**src/ffpa_pkg.sv**
```systemverilog
package ffpa_pkg;

  localparam int unsigned PoolBytes   = 4096;
  localparam int unsigned HeaderBytes = 8;
  localparam int unsigned FieldW      = 13;
  localparam int unsigned PtrW        = 14;
  localparam int unsigned MemAw       = 12;
  localparam int unsigned CountW      = 10;

  localparam logic TagFree  = 1'b0;
  localparam logic TagUsing = 1'b1;

  localparam logic [2:0] ReqAlloc    = 3'd0;
  localparam logic [2:0] ReqFree     = 3'd1;
  localparam logic [2:0] ReqFreeSafe = 3'd2;
  localparam logic [2:0] ReqMergeAll = 3'd3;
  localparam logic [2:0] ReqMergeAt  = 3'd4;
  localparam logic [2:0] ReqValidate = 3'd5;
  localparam logic [2:0] ReqInspect  = 3'd6;
  localparam logic [2:0] ReqCount    = 3'd7;

  localparam logic CfgPoolSize  = 1'b0;
  localparam logic CfgAutoMerge = 1'b1;

  typedef enum logic [3:0] {
    CMD_NONE,
    CMD_LOAD,
    CMD_SET_CUR_H,
    CMD_RD_CUR,
    CMD_RD_NX,
    CMD_ROVER_ALLOC,
    CMD_STEP,
    CMD_ALLOC_TAKE,
    CMD_ALLOC_SPLIT,
    CMD_FREE_WR,
    CMD_SAVE,
    CMD_MERGE,
    CMD_STEP_NX,
    CMD_VAL_OK,
    CMD_INSPECT
  } cmd_e;

  typedef struct packed {
    logic size_zero;
    logic rover_fits;
    logic cur_eq_rover;
    logic cur_gt_rover;
    logic cur_eq_tgt;
    logic cur_gt_tgt;
    logic addr_lo;
    logic addressable;
    logic h_is_rover;
    logic addr_zero;
    logic rover_zero;
    logic rd_fit;
    logic rd_split;
    logic nxt_gt_rover;
    logic both_free;
    logic nx_eq_rover;
    logic auto_merge;
  } stat_t;

endpackage

```
**src/ffpa_ctrl.sv**
```systemverilog
module ffpa_ctrl
  import ffpa_pkg::*;
(
  input  logic       clk_i,
  input  logic       rst_ni,
  input  logic       start,
  input  logic [2:0] req_type_i,
  input  stat_t      stat_i,
  output cmd_e       cmd_o,
  output logic       busy,
  output logic       done_o
);

  localparam logic [4:0] S_IDLE   = 5'd0;
  localparam logic [4:0] S_DISP   = 5'd1;
  localparam logic [4:0] S_AW_CHK = 5'd2;
  localparam logic [4:0] S_AW_EV  = 5'd3;
  localparam logic [4:0] S_AW_SPL = 5'd4;
  localparam logic [4:0] S_FR_RD  = 5'd5;
  localparam logic [4:0] S_FR_WR  = 5'd6;
  localparam logic [4:0] S_VA_CHK = 5'd7;
  localparam logic [4:0] S_VA_EV  = 5'd8;
  localparam logic [4:0] S_MA_CHK = 5'd9;
  localparam logic [4:0] S_MA_SV  = 5'd10;
  localparam logic [4:0] S_MA_RDN = 5'd11;
  localparam logic [4:0] S_MA_EV  = 5'd12;
  localparam logic [4:0] S_MT_RD  = 5'd13;
  localparam logic [4:0] S_MT_SV  = 5'd14;
  localparam logic [4:0] S_MT_RDN = 5'd15;
  localparam logic [4:0] S_MT_EV  = 5'd16;
  localparam logic [4:0] S_IN_RD  = 5'd17;
  localparam logic [4:0] S_IN_EV  = 5'd18;
  localparam logic [4:0] S_CN_CHK = 5'd19;
  localparam logic [4:0] S_CN_EV  = 5'd20;
  localparam logic [4:0] S_DONE   = 5'd21;

  logic [4:0] state_q, state_d;
  logic [2:0] type_q, type_d;

  always_comb begin
    state_d = state_q;
    type_d  = type_q;
    cmd_o   = CMD_NONE;
    unique case (state_q)
      S_IDLE: begin
        if (start) begin
          cmd_o   = CMD_LOAD;
          type_d  = req_type_i;
          state_d = S_DISP;
        end
      end
      S_DISP: begin
        unique case (type_q)
          ReqAlloc: begin
            if (stat_i.size_zero) begin
              state_d = S_DONE;
            end else if (stat_i.rover_fits) begin
              cmd_o   = CMD_ROVER_ALLOC;
              state_d = S_DONE;
            end else begin
              state_d = S_AW_CHK;
            end
          end
          ReqFree: begin
            if (stat_i.addressable) begin
              cmd_o   = CMD_SET_CUR_H;
              state_d = S_FR_RD;
            end else begin
              state_d = S_DONE;
            end
          end
          ReqFreeSafe, ReqValidate: begin
            state_d = stat_i.addr_lo ? S_DONE : S_VA_CHK;
          end
          ReqMergeAll: state_d = S_MA_CHK;
          ReqMergeAt: begin
            if (stat_i.addressable && !stat_i.h_is_rover) begin
              cmd_o   = CMD_SET_CUR_H;
              state_d = S_MT_RD;
            end else begin
              state_d = S_DONE;
            end
          end
          ReqInspect: begin
            if (stat_i.addr_zero) begin
              state_d = stat_i.rover_zero ? S_DONE : S_IN_RD;
            end else if (stat_i.addressable) begin
              cmd_o   = CMD_SET_CUR_H;
              state_d = S_IN_RD;
            end else begin
              state_d = S_DONE;
            end
          end
          default: state_d = S_CN_CHK;
        endcase
      end
      S_AW_CHK: begin
        if (stat_i.cur_eq_rover || stat_i.cur_gt_rover) begin
          state_d = S_DONE;
        end else begin
          cmd_o   = CMD_RD_CUR;
          state_d = S_AW_EV;
        end
      end
      S_AW_EV: begin
        if (stat_i.rd_fit) begin
          cmd_o   = CMD_ALLOC_TAKE;
          state_d = stat_i.rd_split ? S_AW_SPL : S_DONE;
        end else begin
          cmd_o   = CMD_STEP;
          state_d = S_AW_CHK;
        end
      end
      S_AW_SPL: begin
        cmd_o   = CMD_ALLOC_SPLIT;
        state_d = S_DONE;
      end
      S_FR_RD: begin
        cmd_o   = CMD_RD_CUR;
        state_d = S_FR_WR;
      end
      S_FR_WR: begin
        cmd_o   = CMD_FREE_WR;
        state_d = stat_i.auto_merge ? S_MA_CHK : S_DONE;
      end
      S_VA_CHK: begin
        priority if (stat_i.cur_eq_rover || stat_i.cur_gt_tgt) begin
          state_d = S_DONE;
        end else if (stat_i.cur_eq_tgt) begin
          if (type_q == ReqValidate) begin
            cmd_o   = CMD_VAL_OK;
            state_d = S_DONE;
          end else if (stat_i.addressable) begin
            cmd_o   = CMD_SET_CUR_H;
            state_d = S_FR_RD;
          end else begin
            state_d = S_DONE;
          end
        end else if (stat_i.cur_gt_rover) begin
          state_d = S_DONE;
        end else begin
          cmd_o   = CMD_RD_CUR;
          state_d = S_VA_EV;
        end
      end
      S_VA_EV: begin
        cmd_o   = CMD_STEP;
        state_d = S_VA_CHK;
      end
      S_MA_CHK: begin
        if (stat_i.cur_eq_rover || stat_i.cur_gt_rover) begin
          state_d = S_DONE;
        end else begin
          cmd_o   = CMD_RD_CUR;
          state_d = S_MA_SV;
        end
      end
      S_MA_SV: begin
        cmd_o   = CMD_SAVE;
        state_d = stat_i.nxt_gt_rover ? S_DONE : S_MA_RDN;
      end
      S_MA_RDN: begin
        cmd_o   = CMD_RD_NX;
        state_d = S_MA_EV;
      end
      S_MA_EV: begin
        if (stat_i.both_free) begin
          cmd_o   = CMD_MERGE;
          state_d = stat_i.nx_eq_rover ? S_DONE : S_MA_CHK;
        end else begin
          cmd_o   = CMD_STEP_NX;
          state_d = S_MA_CHK;
        end
      end
      S_MT_RD: begin
        cmd_o   = CMD_RD_CUR;
        state_d = S_MT_SV;
      end
      S_MT_SV: begin
        cmd_o   = CMD_SAVE;
        state_d = S_MT_RDN;
      end
      S_MT_RDN: begin
        cmd_o   = CMD_RD_NX;
        state_d = S_MT_EV;
      end
      S_MT_EV: begin
        if (stat_i.both_free) begin
          cmd_o = CMD_MERGE;
        end
        state_d = S_DONE;
      end
      S_IN_RD: begin
        cmd_o   = CMD_RD_CUR;
        state_d = S_IN_EV;
      end
      S_IN_EV: begin
        cmd_o   = CMD_INSPECT;
        state_d = S_DONE;
      end
      S_CN_CHK: begin
        if (stat_i.cur_eq_rover || stat_i.cur_gt_rover) begin
          state_d = S_DONE;
        end else begin
          cmd_o   = CMD_RD_CUR;
          state_d = S_CN_EV;
        end
      end
      S_CN_EV: begin
        cmd_o   = CMD_STEP;
        state_d = S_CN_CHK;
      end
      S_DONE: state_d = S_IDLE;
      default: state_d = S_IDLE;
    endcase
  end

  always_ff @(posedge clk_i or negedge rst_ni) begin
    if (!rst_ni) begin
      state_q <= S_IDLE;
      type_q  <= ReqAlloc;
    end else begin
      state_q <= state_d;
      type_q  <= type_d;
    end
  end

  assign busy   = (state_q != S_IDLE);
  assign done_o = (state_q == S_DONE);

  a_done_single: assert property (@(posedge clk_i) disable iff (!rst_ni)
    done_o |=> !done_o) else $error("result strobe held longer than one cycle");

  a_start_busy: assert property (@(posedge clk_i) disable iff (!rst_ni)
    (start && !busy) |=> (busy && !done_o)) else $error("accepted transaction not started");

  a_done_idle: assert property (@(posedge clk_i) disable iff (!rst_ni)
    done_o |=> !busy) else $error("block did not return to idle after result");

endmodule

```
**config.mk**
```make
export PLATFORM = sky130hd
export DESIGN_NAME = ffpa_ctrl
export DESIGN_NICKNAME = d
export VERILOG_FILES = /design/src/ffpa_pkg.sv /design/src/ffpa_ctrl.sv
export SDC_FILE = /design/constraint.sdc
export NUM_CORES = 1
export LEC_CHECK = 0
export BUFFER_PORTS_ARGS = -buffer_cell sky130_fd_sc_hd__buf_2
export CORE_MARGIN = 4
export CORE_UTILIZATION = 50
export CTS_BUF_LIST = sky130_fd_sc_hd__clkbuf_8 sky130_fd_sc_hd__clkbuf_16
export CTS_CLUSTER_DIAMETER = 120
export DETAILED_ROUTE_END_ITERATION = 10
export GPL_ROUTABILITY_DRIVEN = 0
export PLACE_DENSITY_LB_ADDON = 0.08
export REMOVE_ABC_BUFFERS = 1
export SYNTH_ARGS = -nofsm -noshare
export SYNTH_HDL_FRONTEND = slang
export SYNTH_SLANG_ARGS = --single-unit
```
**constraint.sdc**
```tcl
create_clock -name clk_i -period 1.84 [get_ports clk_i]
set_input_delay 0 -clock clk_i [delete_from_list [all_inputs] [get_ports clk_i]]
set_output_delay 0 -clock clk_i [all_outputs]
set_load 0.01 [all_outputs]
```
---- Word-level counts from Yosys, hierarchy flattened ----
Cells that the tools add are included.
word-level totals
  register bits after elaboration ......... 8
  input bits .............................. 23
  word-level logic and storage cells ...... 85
cells by class
  eq/ne operators ......................... 28
  multiplexer cells ....................... 40
  reductions and logical operators ........ 15
operators with widths
  cell                                                             number
  5-bit case mux with 19 select lines                              1
  5-bit two-way mux                                                18
  4-bit case mux with 14 select lines                              1
  5-bit by 4-bit == test with 1-bit output, second input constant  8
  5-bit == test, second input constant                             6
  5-bit case mux with 6 select lines                               1
  5-bit by 3-bit == test with 1-bit output, second input constant  4
  3-bit two-way mux                                                6
  4-bit two-way mux                                                4
  3-bit case mux with 4 select lines                               1
  5-bit by 2-bit == test with 1-bit output, second input constant  2
  2-bit two-way mux                                                5
  3-bit == test, second input constant                             3
  3-bit OR reduction                                               3
  2-bit OR reduction                                               4
  3-bit by 2-bit == test with 1-bit output, second input constant  2
  5-bit by 1-bit == test with 1-bit output, second input constant  1
  5-bit zero test                                                  1
  5-bit nonzero test                                               1
  3-bit by 1-bit == test with 1-bit output, second input constant  1
  3-bit zero test                                                  1
  1-bit two-way mux                                                3
  1-bit logical OR                                                 2
  2-bit != test, second input constant                             1
  3 further kinds                                                  3

---- Longest topological paths before layout ----
Gate-level depths: netlist of run 1.
  depth after elaboration ................. 5
  mapped depth ............................ 7

---- Worst setup path before layout of run 1 ----
Ideal clock, no wire load.
  path type ............................... register -> register
  from .................................... register state_q[2]
  to ...................................... register state_q[2]
  setup time .............................. 135 ps
  arrival ................................. 1,272 ps
  required time ........................... 1,705 ps
  path slack .............................. 433 ps
  cell stages (with the launch flop) ...... 7
  path buffers ............................ 1
  period minus slack after synthesis ...... 1,407 ps
  cell sequence ........................... dfrtp_1 > buf_6 > nor3_1 > a2111o_1 > a21oi_1 > nor3_1 > nand3_1
on the way
  word-level cells in the longest chain between the ends .. 3
  elaborated cells on any way between the ends .. 24
  classes of those cells .................. eq/ne: 21; mux: 1; reduce/logical: 2
ends and longest elaborated chain
  element                                                                    RTL line          RTL
  start, declared                                                            ffpa_ctrl.sv:37   logic [4:0] state_q, state_d;
  start signal, assigned                                                     ffpa_ctrl.sv:223  state_q <= state_d;
  5-bit == test or 5-bit by 3-bit == test with 1-bit output (tied branches)  ffpa_ctrl.sv:44   unique case (state_q)
  3-bit OR reduction (no source line)                                        n/a
  5-bit case mux with 19 select lines                                        ffpa_ctrl.sv:44
Parallel ways exist; a longest one is shown, timed or not.
A chain may end at the register's enable or synchronous reset.

---- Worst setup path in the final report of run 1 ----
  from .................................... register state_q[3]
  to ...................................... output cmd_o[0]
on the way
  word-level cells in the longest chain between the ends .. 3
  elaborated cells on any way between the ends .. 27
  classes of those cells .................. eq/ne: 20; mux: 1; reduce/logical: 6
ends and longest elaborated chain
  element                                                                    RTL line         RTL
  5-bit == test, or another cell as far along                                ffpa_ctrl.sv:44
  3-bit OR reduction (no source line) or 2-bit OR reduction (tied branches)  n/a
  4-bit case mux with 14 select lines *                                      ffpa_ctrl.sv:44
  end, declared                                                              ffpa_ctrl.sv:9   output cmd_e cmd_o,
Every way passes the cells marked *; elsewhere a longest branch is shown, timed or not.

==> results of run 1 <==
-- metal layers --
layer,up-vias,track usage (%),part of all wire (%),routed length [um]
met1,669,25.4,40,1400
met2,76,37.6,50,1750
li1,708,-,-,-
met3,9,3.68,8.1,285
met4,0,7.80,1.9,65
met5,-,0,0,0
-- metrics by stage --
| step | total power [mW] | hold slack, ps |
|---|---|---|
| after floorplan | 1.60 | -296 |
| after global placement | 2.24 | -153 |
| after detailed placement | 2.27 | -154 |
| after CTS | 2.49 | 12.3 |
| after global routing | 2.76 | 22.6 |
| final | 2.54 | 12.3 |
-- layout make-up --
| cell class | instances | area, um^2 | share of cell area, % |
|---|---|---|---|
| inverter | 6 | 22.5 | 1.52 |
| multi-input combinational | 141 | 901 | 60.8 |
| clock buffer | 3 | 41.3 | 2.78 |
| timing repair buffer | 46 | 278 | 18.7 |
| tap | 28 | 35.0 | 2.36 |
| sequential | 8 | 205 | 13.8 |
-- logic make-up (layout without fill, tap and decap cells) --
kind of cell,count (synthesis),count (layout)
buf+inv,19,55
simple gates,75,75
compound gates,60,60
flops,8,8
xor+xnor,2,2
mux,4,4
-- worst paths after layout --
path / start / slack (ps) / to / cells after the start
min reg2reg: type_q[2] / 660 / type_q[2] / 2
min: req_type_i[1] / 10 / type_q[1] / 2
min in group asynchronous: rst_ni / 160 / state_q[0] / 2
max reg2reg: state_q[2] / 240 / state_q[0] / 6
max in group asynchronous: rst_ni / 1500 / state_q[3] / 2
max: state_q[3] / 80 / cmd_o[0] / 6
-- flip-flops by register name (all words and copies together) (netlist names) --
signal and cells:
type_q 3, state_q 5
-- where the power goes --
| part | internal [mW] | switching, mW | total [mW] |
|---|---|---|---|
| registers | 0.273 | 0.233 | 0.505 |
| logic | 0.840 | 0.991 | 1.83 |
| clock network | 0.141 | 0.0642 | 0.206 |
| total | 1.25 | 1.29 | 2.54 |
-- Yosys cell counts, types with 4 or more instances --
master / instances
a211oi_1: 6
nand2_1: 17
o21ai_0: 7
nand3_1: 7
dfrtp_1: 8
nor2_1: 10
inv_1: 6
nand2b_1: 8
a31oi_1: 5
buf_2: 8
nor4_1: 4
nor3_1: 8
nor2b_1: 4
a21oi_1: 16
-- what timing repair did --
action                                  CTS  global route
hold buffers                              1             0
hold endpoints to repair                  8             0
resized for setup                         1             7
endpoints found under the setup margin    3             4
==> impl_metrics.yaml, run 1 <==
run_status:
  status: "complete, no violations"
cts:
  tritoncts: "done"
  path_clk_slew_ps: 40
  htree_levels: 1
  cts.sinks: 8
  numCtsBuffers: 3
  clockRootBuffer: "clkbuf_8"
  clockBufferDepth: 2
  insertion_delay_ps: 220
  post_cts_buffers: 0
detailed_routing:
  wl_per_cell_um: 15.1
  first_iter_violations: 53
  vias: 1462
  route.detailed.drc: 0
  first_pass_iters: 4
  wirelength_mm: 3.50
  ant_nets: 0
  vias_per_cell: 6.30
sta:
  drv_slew: 0
  finalCriticalPeriod_ps: 1760
  rsz0062_at_grt: "false"
  slew_headroom_pct: 75.6
  setup_ws_ps: 79.3
  setup_tns_ps: 0
  tightest_slew_ps: 362
  setup_viol: 0
  fin_crit_sh_pct: 95.7
  skew_ps: 4.40
  max_freq_mhz: 568
  hold_viol: 0
floorplan:
  die_area_um2: 3200
  io_pins: 29
  die_w_um: 56.6
  fp.dieH_um: 56.6
  core_um2: 2230
  num_rows: 17
  start_util_pct: 52.8
synthesis:
  synth.distinct_cells: 53
  synth_top_family_by_area: "simple AND/OR/NAND/NOR gates"
  synth-async-reset-ratio_pct: 100
  yosysTopAreaCell: "dfrtp_1"
  syn_inst: 168
  syn-cell-area_um2: 1180
  synth_fa_ha_area_share_pct: 0
  synth_edf_count: 0
  yosys.area_share.simple_pct: 35.0
  synth_seq_area_share_pct: 17.0
  synth_top_cell_area_share_pct: 17.0
  synthMuxAreaShare_pct: 3.72
  synth-compound-area-share_pct: 34.3
  synthXorXnorAreaFrac_pct: 1.49
  syn_area_per_cell_um2: 7.02
  synth.area.top_cells: "dfrtp_1 17%, a21oi_1 6.8%, nand2_1 5.4%"
  ys_ff_latch: 8
  ys_warn_count: 0
  ys.flop_type: "dfrtp_1"
finish:
  final_util_pct: 66.4
  final_cell_mix: "28 x buf_2, 17 x nand2_1, 17 x buf_4, 16 x a21oi_1, 9 x nor2_1"
  final_common_cell: "buf_2"
  fillers: 196
  n_antenna_cell: 0
  stdcell_area_um2: 1480
  fin_nets: 229
  drive_above_1_share_pct: 31.9
  instances_no_fill: 232
  syn_to_final_growth_pct: 25.8
place:
  place.port_buffers: 28
  placed_area_um2: 1400
  dp.cells: 228
  hpwl_mm: 2.77
  dpl_worst_slack_ps: 147
grt:
  grt_pass1_vias: 1365
  grt_start_max_net_pins: 15
  gr-total-overflow: 0
  grt_pass1_wl_mm: 5.71
  track_usage_pct: 21.3
  antenna_found_initial: 0
setup_path:
  end_kind: "primary output"
  crit_arrival_ps: 1760
  crit_path_cell_trace: "nand2b_1 > o22ai_1 > o21ai_0 > o311a_1 > nand4_1 > buf_2"
  start_kind: "flop"
  cp.required_ps: 1840
  path_max_fanout: 12
  cpPeakStageDelay_ps: 500
  crit_family: "compound AO/OA/AOI/OAI gates"
  cp_num_buf_inv: 1
  crit_slowest_cell: "dfrtp_2"
  criticalPathCategory: "reg2out"
pwr:
  power.leakage_nw: 0.620
  ir_worst_vdd_v: 0.00125
  powerDensity_nw_per_um2: 1710
job:
  maxCapViolations: 0
min_path:
  min_path_type: "in2reg"
(Power assumes the default switching activity.)
==> run 2: changes to the inputs <==
CELL_PAD_IN_SITES_DETAIL_PLACEMENT = 1   (was default)
CELL_PAD_IN_SITES_GLOBAL_PLACEMENT = 2   (was default)
CORE_UTILIZATION = 29   (was 50)
RECOVER_POWER = 50   (was default)
==> run 2 against run 1 <==
Core utilization down 21 points. First-iteration DRC count up 110%. Wire length up 44%. Fmax down 2.6%. Clock power about the same. Combinational power up 31%. Non-clock buffer count up 17. Via count up 6.8%. Clock skew about the same. Power up 22%. Sequential power down 3%. Final cell count up 16%.
==> impl_metrics.yaml, run 2 (synthesis results as in run 1) <==
sta:
  finalCriticalPeriod_ps: 1810
  drv_slew: 0
  setup_viol: 0
  fin_crit_sh_pct: 98.2
  skew_ps: 4.75
  max_freq_mhz: 553
  whs_ps: 5.09
  hold_viol: 0
  tightest_slew_ps: 461
  slew_headroom_pct: 69.3
  setup_tns_ps: 0
pwr:
  power.leakage_nw: 0.722
  ir_worst_vdd_v: 0.000713
  total_power_mw: 3.10
  powerDensity_nw_per_um2: 1820
floorplan:
  num_rows: 22
  die_w_um: 71.8
  core_um2: 3800
  fp.dieH_um: 71.8
  io_pins: 29
  start_util_pct: 31.0
  die_area_um2: 5150
setup_path:
  cp.required_ps: 1840
  crit_top_cell: "a21oi_1"
  crit_slowest_cell: "dfrtp_2"
  crit_family: "simple AND/OR/NAND/NOR gates"
  cp_num_buf_inv: 2
  crit_path_cell_trace: "buf_6 > xnor2_4 > or3b_4 > a21oi_1 > a21oi_1 > nand2_1 > buf_2"
  end_kind: "primary output"
  path_max_fanout: 8
  start_kind: "flop"
  cpPeakStageDelay_ps: 460
  crit_arrival_ps: 1810
  criticalPathCategory: "reg2out"
grt:
  antenna_found_initial: 0
  track_usage_pct: 18.4
  gr-total-overflow: 0
  grt_pass1_wl_mm: 7.56
  grt_pass1_vias: 1500
  grt_start_max_net_pins: 29
finish:
  top_regs: "state_q: 5 flops, type_q: 3 flops"
  final_common_cell: "buf_4"
  final_util_pct: 45.0
  syn_to_final_growth_pct: 44.9
  stdcell_area_um2: 1710
  final_cell_mix: "29 x buf_4, 28 x buf_2, 17 x nand2_1, 15 x a21oi_1, 10 x nor2_1"
  n_antenna_cell: 0
  drive_above_1_share_pct: 39.8
  largest_register_ffs: 5
  top_register: "state_q"
  fin_nets: 246
cts:
  tritoncts: "done"
  insertion_delay_ps: 230
  clockRootBuffer: "clkbuf_8"
  clockBufferDepth: 2
  htree_levels: 1
  numCtsBuffers: 3
  cts.sinks: 8
  path_clk_slew_ps: 40
place:
  place.port_buffers: 28
  hpwl_mm: 3.64
  placed_area_um2: 1470
min_path:
  min_path_type: "in2reg"
detailed_routing:
  wirelength_mm: 5.05
  ant_nets: 0
  route.detailed.drc: 0
  m1WireLength_mm: 2.14
  first_iter_violations: 113
  vias: 1562
  first_pass_iters: 4
  vias_per_cell: 5.81
  wl_per_cell_um: 18.8
  wl_met2_mm: 2.63
  met3_length_um: 184
  top_layer: "met4"
job:
  maxCapViolations: 0
run_status:
  status: "complete, no violations"
==> run 2: cell types whose count changed in the layout (fill, tap and decap cells not counted), moves of 2 or more <==
cell	delta
dfrtp_2	+2
dfrtp_1	-2
buf_6	+2
buf_4	+12
==> run 2: final cells by class <==
type,count,area (um^2)
fill,489,2090
multi-input combinational,141,937
timing repair buffer,63,439
sequential,8,208
tap,48,60.1
clock buffer,3,41.3
inverter,6,22.5
==> run 2: final timing paths <==
check	from	to	slack [ps]	cells after the start
worst max-delay path	state_q[2]	cmd_o[2]	30	7
worst min-delay path	req_type_i[1]	type_q[1]	5	2
worst max register to register	state_q[0]	state_q[2]	140	7
worst min register to register	type_q[2]	type_q[2]	690	1
max in group asynchronous	rst_ni	state_q[3]	1260	2
min in group asynchronous	rst_ni	state_q[1]	230	2
==> run 2: power breakdown <==
part | internal (mW) | total, mW | leakage (nW) | switching (mW)
Combinational | 1.14 | 2.40 | 0.609 | 1.26
Sequential | 0.279 | 0.490 | 0.0914 | 0.212
Clock | 0.142 | 0.209 | 0.0216 | 0.0677
Total | 1.56 | 3.10 | 0.722 | 1.54
==> run 2: through the flow <==
stage                     worst slack, ps  std cells
after floorplan                       229        155
after global placement              -12.5        252
after detailed placement             21.9        252
after CTS                            4.65        257
after global routing                -25.6        269
final                                32.6        269
==> run 2: repair_timing <==
action                                  4_1_cts  5_1_grt
gates resized for setup                       5       14
hold endpoints to repair                      8        0
buffers inserted                              1       11
endpoints found under the setup margin        4        4
pin swaps                                     1        5
hold buffers                                  1        0
cloned                                        0        1
==> run 2: metal layers <==
metal	up-vias	GRT usage, %
met5	-	0
met4	0	5.43
met3	10	2.52
met2	44	31.6
met1	761	23.9
li1	747	-
